--- src/sv/encoder_stroke_session_monitor_top_assert.svh ---
// assertion macros for the stroke session monitor
`ifndef ENCODER_STROKE_SESSION_MONITOR_TOP_ASSERT_SVH
`define ENCODER_STROKE_SESSION_MONITOR_TOP_ASSERT_SVH

// same-cycle implication
`define ESM_ASSERT_IMP(lbl, ck, rn, ante, cons) \
	lbl: assert property (@(posedge ck) disable iff (!rn) (ante) |-> (cons)) \
		else $error("esm check failed");

// next-cycle implication
`define ESM_ASSERT_NXT(lbl, ck, rn, ante, cons) \
	lbl: assert property (@(posedge ck) disable iff (!rn) (ante) |=> (cons)) \
		else $error("esm check failed");

`endif

--- src/sv/esm_pkg.sv ---
package esm_pkg;

	// field widths
	localparam int TIME_W   = 32;
	localparam int POS_W    = 32;
	localparam int CNT_W    = 16;
	localparam int DIST_W   = 48;
	localparam int PULSE_W  = 32;
	localparam int SPEED_W  = 32;
	localparam int LIT_W    = 4;
	localparam int BAND_W   = 2;
	localparam int SEC_W    = 23;

	// configuration port
	localparam int CFG_IDX_W  = 3;
	localparam int CFG_DATA_W = 32;

	localparam logic [CFG_IDX_W-1:0] REG_MPP   = 3'd0;
	localparam logic [CFG_IDX_W-1:0] REG_PAUSE = 3'd1;
	localparam logic [CFG_IDX_W-1:0] REG_MINP  = 3'd2;
	localparam logic [CFG_IDX_W-1:0] REG_TMO   = 3'd3;
	localparam logic [CFG_IDX_W-1:0] REG_WIN   = 3'd4;
	localparam logic [CFG_IDX_W-1:0] REG_CAL   = 3'd5;
	localparam logic [CFG_IDX_W-1:0] REG_STEP  = 3'd6;

	localparam logic [15:0] MPP_RST   = 16'd2807;
	localparam logic [15:0] PAUSE_RST = 16'd300;
	localparam logic [7:0]  MINP_RST  = 8'd6;
	localparam logic [23:0] TMO_RST   = 24'd30000;
	localparam logic [15:0] WIN_RST   = 16'd1000;
	localparam logic [15:0] CAL_RST   = 16'd7864;
	localparam logic [31:0] STEP_RST  = 32'd21845;

	localparam int LED_COUNT_DEF = 12;
	localparam int LIT_HW_MAX    = 15;

	// reciprocal constants: x/10 = (x*RECIP10) >> 35, x/1000 = (x*RECIP1000) >> 38
	localparam logic [31:0] RECIP10   = 32'd3435973837;
	localparam logic [28:0] RECIP1000 = 29'd274877907;

	// led divider: quotient bits 4 down to 0
	localparam int DIV_STEPS = 5;
	localparam int DIV_CNT_W = 3;

	typedef struct packed {
		logic                 latch;
		logic                 eval;
		logic                 update;
		logic                 div;
		logic                 div_first;
		logic [DIV_CNT_W-1:0] div_bit;
		logic                 load_out;
	} esm_cmd_t;

	typedef struct packed {
		logic               session_active;
		logic               session_ended;
		logic               stroke_done;
		logic [CNT_W-1:0]   stroke_count;
		logic [DIST_W-1:0]  distance_q16;
		logic [DIST_W-1:0]  calories_q16;
		logic [PULSE_W-1:0] total_pulses;
		logic [SPEED_W-1:0] speed_q16;
		logic [SPEED_W-1:0] max_speed_q16;
		logic [LIT_W-1:0]   lit_leds;
		logic [BAND_W-1:0]  effort_band;
		logic [SEC_W-1:0]   duration_s;
	} esm_res_t;

	// floor(7*b/10) for a remainder digit
	function automatic logic [2:0] seven_tenths(input logic [3:0] b);
		logic [2:0] r;
		case (b)
			4'd0, 4'd1: r = 3'd0;
			4'd2:       r = 3'd1;
			4'd3, 4'd4: r = 3'd2;
			4'd5:       r = 3'd3;
			4'd6, 4'd7: r = 3'd4;
			4'd8:       r = 3'd5;
			4'd9:       r = 3'd6;
			default:    r = 3'd0;
		endcase
		return r;
	endfunction

endpackage

--- src/sv/esm_ctrl.sv ---
module esm_ctrl (
	input  logic              clk,
	input  logic              arst_n,
	input  logic              in_valid,
	output logic              in_ready,
	output logic              out_valid,
	input  logic              out_ready,
	output esm_pkg::esm_cmd_t cmd
);
	import esm_pkg::*;

	localparam logic [2:0] ST_IDLE = 3'd0;
	localparam logic [2:0] ST_EVAL = 3'd1;
	localparam logic [2:0] ST_UPD  = 3'd2;
	localparam logic [2:0] ST_DIV  = 3'd3;
	localparam logic [2:0] ST_OUT  = 3'd4;

	localparam logic [DIV_CNT_W-1:0] DIV_TOP = DIV_CNT_W'(DIV_STEPS - 1);

	logic [2:0]           state_q, state_d;
	logic [DIV_CNT_W-1:0] cnt_q, cnt_d;
	logic                 out_valid_q;
	logic                 out_free;

	assign out_free  = !out_valid_q || out_ready;
	assign in_ready  = (state_q == ST_IDLE);
	assign out_valid = out_valid_q;

	// sequencing of one word through the datapath
	always_comb begin
		cmd     = '0;
		state_d = state_q;
		cnt_d   = cnt_q;
		case (state_q)
			ST_IDLE: begin
				if (in_valid) begin
					cmd.latch = 1'b1;
					state_d   = ST_EVAL;
				end
			end
			ST_EVAL: begin
				cmd.eval = 1'b1;
				state_d  = ST_UPD;
			end
			ST_UPD: begin
				cmd.update = 1'b1;
				cnt_d      = DIV_TOP;
				state_d    = ST_DIV;
			end
			ST_DIV: begin
				cmd.div       = 1'b1;
				cmd.div_bit   = cnt_q;
				cmd.div_first = (cnt_q == DIV_TOP);
				if (cnt_q == '0) begin
					state_d = ST_OUT;
				end else begin
					cnt_d = cnt_q - 1'b1;
				end
			end
			ST_OUT: begin
				if (out_free) begin
					cmd.load_out = 1'b1;
					state_d      = ST_IDLE;
				end
			end
			default: state_d = ST_IDLE;
		endcase
	end

	always_ff @(posedge clk or negedge arst_n) begin
		if (!arst_n) begin
			state_q     <= ST_IDLE;
			cnt_q       <= '0;
			out_valid_q <= 1'b0;
		end else begin
			state_q <= state_d;
			cnt_q   <= cnt_d;
			// output word held until taken
			if (cmd.load_out) begin
				out_valid_q <= 1'b1;
			end else if (out_ready) begin
				out_valid_q <= 1'b0;
			end
		end
	end

endmodule

--- config.mk ---
export PLATFORM = sky130hd
export DESIGN_NAME = esm_ctrl
export DESIGN_NICKNAME = d
export VERILOG_FILES = /design/src/sv/encoder_stroke_session_monitor_top_assert.svh /design/src/sv/esm_pkg.sv /design/src/sv/esm_ctrl.sv
export SDC_FILE = /design/constraint.sdc
export NUM_CORES = 1
export LEC_CHECK = 0
export ABC_AREA = 1
export ABC_CLOCK_PERIOD_IN_PS = 1250
export BUFFER_PORTS_ARGS = -buffer_cell sky130_fd_sc_hd__buf_4
export CORE_AREA = 4 4 41 43
export DETAILED_ROUTE_END_ITERATION = 10
export DIE_AREA = 0 0 45 47
export PLACE_DENSITY = 0.62
export SETUP_SLACK_MARGIN = 0.02
export SYNTH_ARGS = -nofsm -noshare
export SYNTH_HDL_FRONTEND = slang
export SYNTH_SLANG_ARGS = --single-unit
--- constraint.sdc ---
create_clock -name clk -period 1.25 [get_ports clk]
set_input_delay 0.125 -clock clk [delete_from_list [all_inputs] [get_ports clk]]
set_output_delay 0.125 -clock clk [all_outputs]
set_load 0.1 [all_outputs]
[Word level (Yosys, flattened, before mapping)]
Index checks and enable logic that the tools add are counted.
Storage, ports and cells
  bits in registers: 7
  output and inout port bits: 11
Cells by class
  add/subtract/negate cells: 1
  equality and inequality tests: 9
  mux-type cells: 15
  reduce and logical (&&, ||, !) cells: 8
Operator list (count)
  $pmux 3 s5: 1
  $mux 3: 4
  $mux 1: 8
  $ne 2x2->1 const B: 4
  $eq 3x2->1 const B: 2
  $eq 3x3->1 const B: 2
  $logic_not 3->1: 2
  $pmux 3 s2: 1
  $mux 5: 1
  $reduce_bool 2->1: 2
  $eq 3x1->1 const B: 1
  $reduce_and 3->1: 1
  $sub 3x1->3 const B: 1
  $reduce_and 2->1: 1
  $logic_not 1->1: 1
  $logic_or 1x1->1: 1

[Depth between registers and ports, before layout]
Gate-level depths: netlist of run 1.
  depth after elaboration: 5
  gate-level depth with buffers: 7

[Worst setup path before layout of run 1]
No wires, ideal clock.
  path type: flip-flop to output port
  from: reg state_q[2]
  to: out cmd[8] (netlist name)
  arrival time: 2.723 ns
  data required time: 1.125 ns
  path slack: -1.598 ns
  cell stages (with the launch flop): 4
  path buffers: 0
  cells stage by stage: dfrtp_1 > nor2_1 > inv_1 > nor3_1
RTL lines
  start: declaration: line esm_ctrl.sv:20  | logic [2:0] state_q, state_d;
  start signal: assignment: line esm_ctrl.sv:76  | state_q <= state_d;
  end: declaration: line esm_ctrl.sv:8  | output esm_pkg::esm_cmd_t cmd

==> results of run 1 <==
## per-layer routing
layer,GRT usage,part of all wire,wire length [um]
met1,0.142,0.44,475
met2,0.167,0.49,529
met3,0.0268,0.044,47
met4,0.0877,0.020,22
met5,0,0,0
## logic make-up after synthesis
group | share of synthesized area
flip-flops | 0.426
AND/OR/NAND/NOR | 0.343
buffers and inverters | 0.100
adder cells (fa/ha/maj) | 0.0608
AO/OA/AOI/OAI | 0.0486
XOR/XNOR | 0.0213
## how the worst max path moves through the flow
stage          cells past startpoint        from  endpoint
2_1_floorplan                      4  state_q[1]    cmd[1]
3_3_place_gp                       5  state_q[0]    cmd[2]
3_5_place_dp                       5  state_q[0]    cmd[1]
4_1_cts                            5  state_q[1]    cmd[1]
5_1_grt                            5  state_q[1]    cmd[4]
6_report                           5  state_q[0]    cmd[0]
## layout make-up
type,instances,area [sq um],area share
sequential,7,183,0.208
timing repair buffer,26,315,0.359
clock buffer,4,26.3,0.0299
tap,15,18.8,0.0214
multi-input combinational,37,287,0.326
inverter,11,48.8,0.0556
## critical path, cell delays in order (launching register included)
cell	delay [ns]
dfrtp_2	0.44
buf_4	0.15
nor2_2	0.13
nand2_2	0.09
nor2_4	0.13
buf_12	0.18
## flip-flops by register name (all words and copies together), names as in the netlist
| register | count |
|---|---|
| state_q | 3 |
| out_valid | 1 |
| cnt_q | 3 |
## what timing repair did
action	4_1_cts	5_1_grt
buffers inserted	0	3
endpoints found under the setup margin	10	12
gates resized for setup	32	6
pin swaps	2	2
hold buffers	1	0
hold endpoints to repair	7	0
## through the flow
stage / hold WS [ns] / instance area [sq um]
after floorplan: -0.171 / 488
after global placement: -0.0583 / 672
after detailed placement: -0.0557 / 672
after CTS: 0.0879 / 832
after global routing: 0.0840 / 878
final: 0.0906 / 878
## layout by cell type (no fill, tap or decap), types with 4 or more instances in the layout
cell     instances
buf_12           7
buf_4           14
inv_1            6
nor2_4           8
buf_8            4
nand2_1          5
==> results.cfg, run 1 <==
[routing]
ant_nets = 0
route.detailed.wl_per_inst_um = 10.7
vias_per_cell = 4.39
vias = 439
drtPass1Iterations = 7
drc = 0
routed_wl_um = 1070
drtIter0Drc = 15

[sta]
finalSetupViolCount = 10
finalMaxSlewViolations = 0
setup_slack_ns = -0.235
worst_pin_slew_ns = 0.363
finClkSkew_ns = 0.00791
fmax_ghz = 0.674
fin_crit_ns = 1.48
fin_crit_sh = 1.19
rsz0062_at_grt = true
relSlewSlack = 0.758
hold_violations = 0
tns_ns = -1.44

[grt]
grt_usage = 0.113
grt_max_degree = 11
grt_pass1_wl_um = 1680
overflow = 0
antenna_found_initial = 0
grt_pass1_vias = 403

[cells_and_area]
instances_no_fill = 100
utilization = 0.675
nFillCells = 112
area_growth_syn_to_layout_pct = 113
drive_gt1_frac = 0.659
diodes = 0
nNetsFinal = 92

[place]
gp_congestion = 0.655
dp_cells = 92
io_buffer_count = 14
post-place-ws_ns = -0.0188
dp_hpwl_um = 747

[worst_hold_path]
holdPathEnd = out_valid
worstHoldPathType = primary input to flip-flop
hold_depth = 2
hold_start = out_ready

[logic_synthesis]
synth-seq-cells = 7
synth-main-ff-cell = dfrtp_1
synthCells = 55
synth_most_common_cell = nor2_1
yosysWarnings = 0
avgSynthCellArea_sq_um = 7.48
yosys.area.top_type = dfrtp_1
ys_top_cells_by_area = dfrtp_1, nor2_1, inv_1
synth_cell_types = 14
yosys.area.top_type_share = 0.426
synth_common_cells = nor2_1, inv_1, dfrtp_1, nand2_1, nand3_1
async_flop_share = 1.00
synth_edf_count = 0
netlist_area_sq_um = 412
synthesis.nets = 61
yosysSeqAreaShare = 0.426

[clocking]
htreeDepth = 1
clk_pin_slew_ns = 0.05
clk_latency_ns = 0.25
root_buffer = clkbuf_4
cts_sinks = 7
clockBufferDepth = 2
cts_tree = done
cts_buffers = 3

[die]
die_w_um = 45
coreArea_sq_um = 1300
ios = 15
die_h_um = 47
std_cell_rows = 13
initial_core_util = 0.316
die_area_sq_um = 2120

[flow_run]
max_cap_viol_count = 0

[worst_setup_path]
r2r-start = state_q[2]
regToRegEndpoint = cnt_q[0]
start_kind = flip-flop
worstSetupEndpointType = primary output
cp.required_ns = 1.12
r2r_cells = 6
r2r_slack_ns = 0.09
path_class = flip-flop to primary output
worstPathArrival_ns = 1.36
cp_max_fo = 4

[outcome]
status = finished, violations left
violations = setup timing
Power of run 1 is not shown: default switching activity piles up to over one toggle a cycle in this logic, so the estimate is an artifact.
==> run 2: changes to the inputs <==
- ABC_AREA: 1 -> default
- PLACE_DENSITY: 0.62 -> 0.63
==> run 2 against run 1 <==
The flow still finishes with violations (setup timing). Clock-buffer cell count unchanged. Hold slack improved by 0.084 ns. Maximum frequency decreased by 0.13%. Die area unchanged. Critical path depth decreased by 1. Clock skew decreased by 0.0066 ns. Critical endpoint is now cmd[4].
==> results.cfg, run 2 <==
[logic_synthesis]
synth_most_common_cell = dfrtp_1
avgSynthCellArea_sq_um = 9.06
ys_top_cells_by_area = dfrtp_1, ha_1, o21ai_1
synthCells = 46
synth_edf_count = 0
yosysWarnings = 0
async_flop_share = 1.00
synth_cell_types = 23
synth_common_cells = dfrtp_1, nor2_1, inv_1, o21ai_1
yosys.area.top_type = dfrtp_1
synth-seq-cells = 7
synthesis.nets = 52
synth-main-ff-cell = dfrtp_1
netlist_area_sq_um = 417
yosysSeqAreaShare = 0.420
yosys.area.top_type_share = 0.420

[grt]
grt_usage = 0.148
grt_max_degree = 9
grt_pass1_vias = 514
overflow = 0
grt_pass1_wl_um = 2240
antenna_found_initial = 0

[worst_hold_path]
worstHoldPathType = primary input to flip-flop
hold_depth = 3

[die]
coreArea_sq_um = 1300
initial_core_util = 0.320
die_w_um = 45
die_h_um = 47
std_cell_rows = 13
die_area_sq_um = 2120
ios = 15

[worst_setup_path]
r2r_slack_ns = -0.16
worstPathArrival_ns = 1.36
start_kind = flip-flop
cp_max_fo = 3
path_class = flip-flop to primary output
cp.required_ns = 1.12
worstSetupEndpointType = primary output
r2r_cells = 5

[cells_and_area]
final_cell_mix = buf_4, buf_6, buf_12
drive_gt1_frac = 0.718
layout_commonest_cell = buf_4
diodes = 0
nNetsFinal = 92
area_growth_syn_to_layout_pct = 140
utilization = 0.769
postLayoutCellArea_sq_um = 1000
instances_no_fill = 100

[routing]
routed_wl_um = 1390
drtPass1Iterations = 4
route.detailed.wl_per_inst_um = 13.9
drc = 0
vias_per_cell = 5.03
ant_nets = 0
vias = 503
drtIter0Drc = 5

[place]
dpl_cell_area_sq_um = 696
dp_hpwl_um = 779
io_buffer_count = 14
dp_cells = 86
gp_congestion = 0.776

[outcome]
status = finished, violations left
violations = setup timing

[clocking]
cts_sinks = 7
clockBufferDepth = 2
htreeDepth = 1
clk_pin_slew_ns = 0.05
cts_tree = done
cts_buffers = 3
clk_latency_ns = 0.25
root_buffer = clkbuf_4

[sta]
worst_pin_slew_ns = 0.321
fmax_ghz = 0.673
fin_crit_sh = 1.19
finalSetupViolCount = 12
finalMaxSlewViolations = 0
rsz0062_at_grt = true
hold_violations = 0
relSlewSlack = 0.786
fin_crit_ns = 1.49
hold_ws_ns = 0.174
setup_slack_ns = -0.237
finClkSkew_ns = 0.00129

[flow_run]
max_cap_viol_count = 0
run 2: path summary, 6_finish.rpt:
kind / start / to
min reg2reg: state_q[1] / state_q[1]
max in group asynchronous: arst_n / out_valid
max reg2reg: cnt_q[1] / cnt_q[1]
min in group asynchronous: arst_n / cnt_q[2]
min: out_ready / out_valid
max: state_q[2] / cmd[4]
run 2: stage by stage:
step                      setup WS (ns)  TNS (ns)
final                            -0.237     -1.90
after global routing             -0.277     -2.71
after CTS                        -0.196     -1.66
after detailed placement        -0.0230   -0.0630
after global placement          -0.0119   -0.0119
after floorplan                  -0.359     -2.09
run 2: repair_timing:
item	in CTS	in global routing
gates resized for setup	42	7
hold buffers	1	0
endpoints found under the setup margin	13	14
hold endpoints to repair	7	0
pin swaps	2	3
setup buffers	8	3
run 2: metal layers:
layer  up-vias  track usage  routed length [um]
met4         0       0.0702                  35
met5         -            0                   0
met2        20        0.215                 647
met3         6       0.0536                 118
met1       239        0.195                 593
li1        238            -                   -
run 2: cell families after synthesis:
| logic type | synth area share |
|---|---|
| AOI/OAI and AO/OA | 0.144 |
| DFF | 0.420 |
| buffers and inverters | 0.0751 |
| and+or+nand+nor | 0.300 |
| adders and majority gates | 0.0601 |
run 2: critical path, cell delays in order, from the launching register on:
cell     delay, ns
dfrtp_1       0.39
and2b_1       0.23
and3_4        0.18
and2_4        0.14
buf_12        0.16
run 2: area by class of cell:
type                       count  area, sq um
timing repair buffer          37          430
inverter                       4         18.8
tap                           15         18.8
multi-input combinational     33          329
fill                          84          300
sequential                     7          178
clock buffer                   4         26.3
Power of run 2 is left out for the same reason.
==> run 3: changes to the inputs <==
- TNS_END_PERCENT: default -> 10
==> run 3 against run 2 <==
The run still ends with setup timing left. Critical path depth unchanged. First-iteration DRC count increased by 140%. Non-clock buffer count decreased by 7. Utilization decreased by 7.8 points. Sequential cell count unchanged. Largest cell class unchanged.
==> results.cfg, run 3 (synthesized netlist as in run 2, its figures left out) <==
[routing]
top_layer = met4
vias = 452
wl_met3_um = 74
routed_wl_um = 1270
route.detailed.wl_per_inst_um = 13.6
ant_nets = 0
drtIter0Drc = 12
drc = 0
drtPass1Iterations = 4
vias_per_cell = 4.86
wl_met1_um = 558
dr_wl_met2_um = 628

[sta]
rsz0062_at_grt = true
fin_crit_sh = 1.20
hold_violations = 0
setup_slack_ns = -0.250
worst_pin_slew_ns = 0.282
finalSetupViolCount = 11
finalMaxSlewViolations = 0
fmax_ghz = 0.667
finClkSkew_ns = 0.000610
fin_crit_ns = 1.50
relSlewSlack = 0.814

[cells_and_area]
nFillCells = 104
drive_gt1_frac = 0.692
nNetsFinal = 85
final_cell_mix = buf_4, buf_12, dfrtp_1
area_growth_syn_to_layout_pct = 116
layout_commonest_cell = buf_4
instances_no_fill = 93
diodes = 0

[worst_setup_path]
cp_max_fo = 3
worstPathArrival_ns = 1.38
path_class = flip-flop to primary output
max_stage_delay_ns = 0.40
r2r_slack_ns = -0.04
cp.required_ns = 1.12
worstSetupEndpointType = primary output
regToRegEndpoint = cnt_q[1]
r2r-start = cnt_q[1]
r2r_cells = 5
slowest_stage = dfrtp_1
crit_chain = and2b_1, and3_4, and2_4, buf_12
start_kind = flip-flop

[die]
std_cell_rows = 13
die_h_um = 47
die_area_sq_um = 2120
coreArea_sq_um = 1300
ios = 15
initial_core_util = 0.320
die_w_um = 45

[place]
gp_congestion = 0.794
dp_cells = 87
dp_hpwl_um = 842
io_buffer_count = 14

[grt]
overflow = 0
grt_max_degree = 9
antenna_found_initial = 0
grt_pass1_wl_um = 2180
grt_usage = 0.146
grt_pass1_vias = 493

[clocking]
clockBufferDepth = 2
htreeDepth = 1
clk_pin_slew_ns = 0.06
root_buffer = clkbuf_4
clk_latency_ns = 0.26
cts_tree = done
cts_sinks = 7
cts_buffers = 3

[flow_run]
max_cap_viol_count = 0

[outcome]
violations = setup timing
status = finished, violations left

[worst_hold_path]
hold_start = out_ready
worstHoldPathType = primary input to flip-flop
holdPathEnd = out_valid
hold_depth = 3
-- run 3: worst max-delay path by stage --
| stage | start | endpoint | depth (start not counted) |
|---|---|---|---|
| floorplan | state_q[2] | cmd[4] | 4 |
| global placement | state_q[2] | cmd[4] | 4 |
| detailed placement | cnt_q[0] | cnt_q[1] | 5 |
| CTS | state_q[2] | cmd[4] | 4 |
| global route | state_q[2] | cmd[4] | 4 |
| finish | state_q[2] | cmd[4] | 4 |
-- run 3: layout make-up --
class / count / area, sq um / share of cell area
Timing Repair Buffer: 30 / 348 / 0.387
Multi-Input combinational cell: 33 / 310 / 0.345
Sequential cell: 7 / 179 / 0.199
Clock buffer: 4 / 26.3 / 0.0292
Tap cell: 15 / 18.8 / 0.0209
Inverter: 4 / 17.5 / 0.0195
-- run 3: metrics by stage --
step,setup TNS (ns),cell area [sq um],utilization,hold WS (ns),setup WS (ns)
after floorplan,-2.18,479,-,-0.171,-0.368
after global placement,-0.0473,692,0.532,-0.0543,-0.0301
after detailed placement,-0.194,692,0.532,-0.0528,-0.0675
after CTS,-1.69,878,0.675,0.163,-0.241
after global routing,-2.31,900,0.691,0.185,-0.306
final,-1.63,900,0.691,0.152,-0.250
-- run 3: layer usage --
metal	vias up	global-route usage
li1	223	-
met1	212	0.183
met2	15	0.237
met3	2	0.0575
met4	0	0.0351
met5	-	0
-- run 3: timing repair --
| item | CTS | global route |
|---|---|---|
| gates resized for setup | 35 | 7 |
| pin swaps | 0 | 3 |
| setup endpoints to repair | 15 | 16 |
| hold buffers | 1 | 0 |
| hold endpoints to repair | 7 | 0 |
| setup buffers | 1 | 0 |
-- run 3: worst max-delay path, delay by kind of cell, from the launching register on --
family,cells,cell delay [ns]
and+or+nand+nor,3,0.55
DFF,1,0.40
buffers and inverters,1,0.16
Power of run 3 is left out for the same reason.
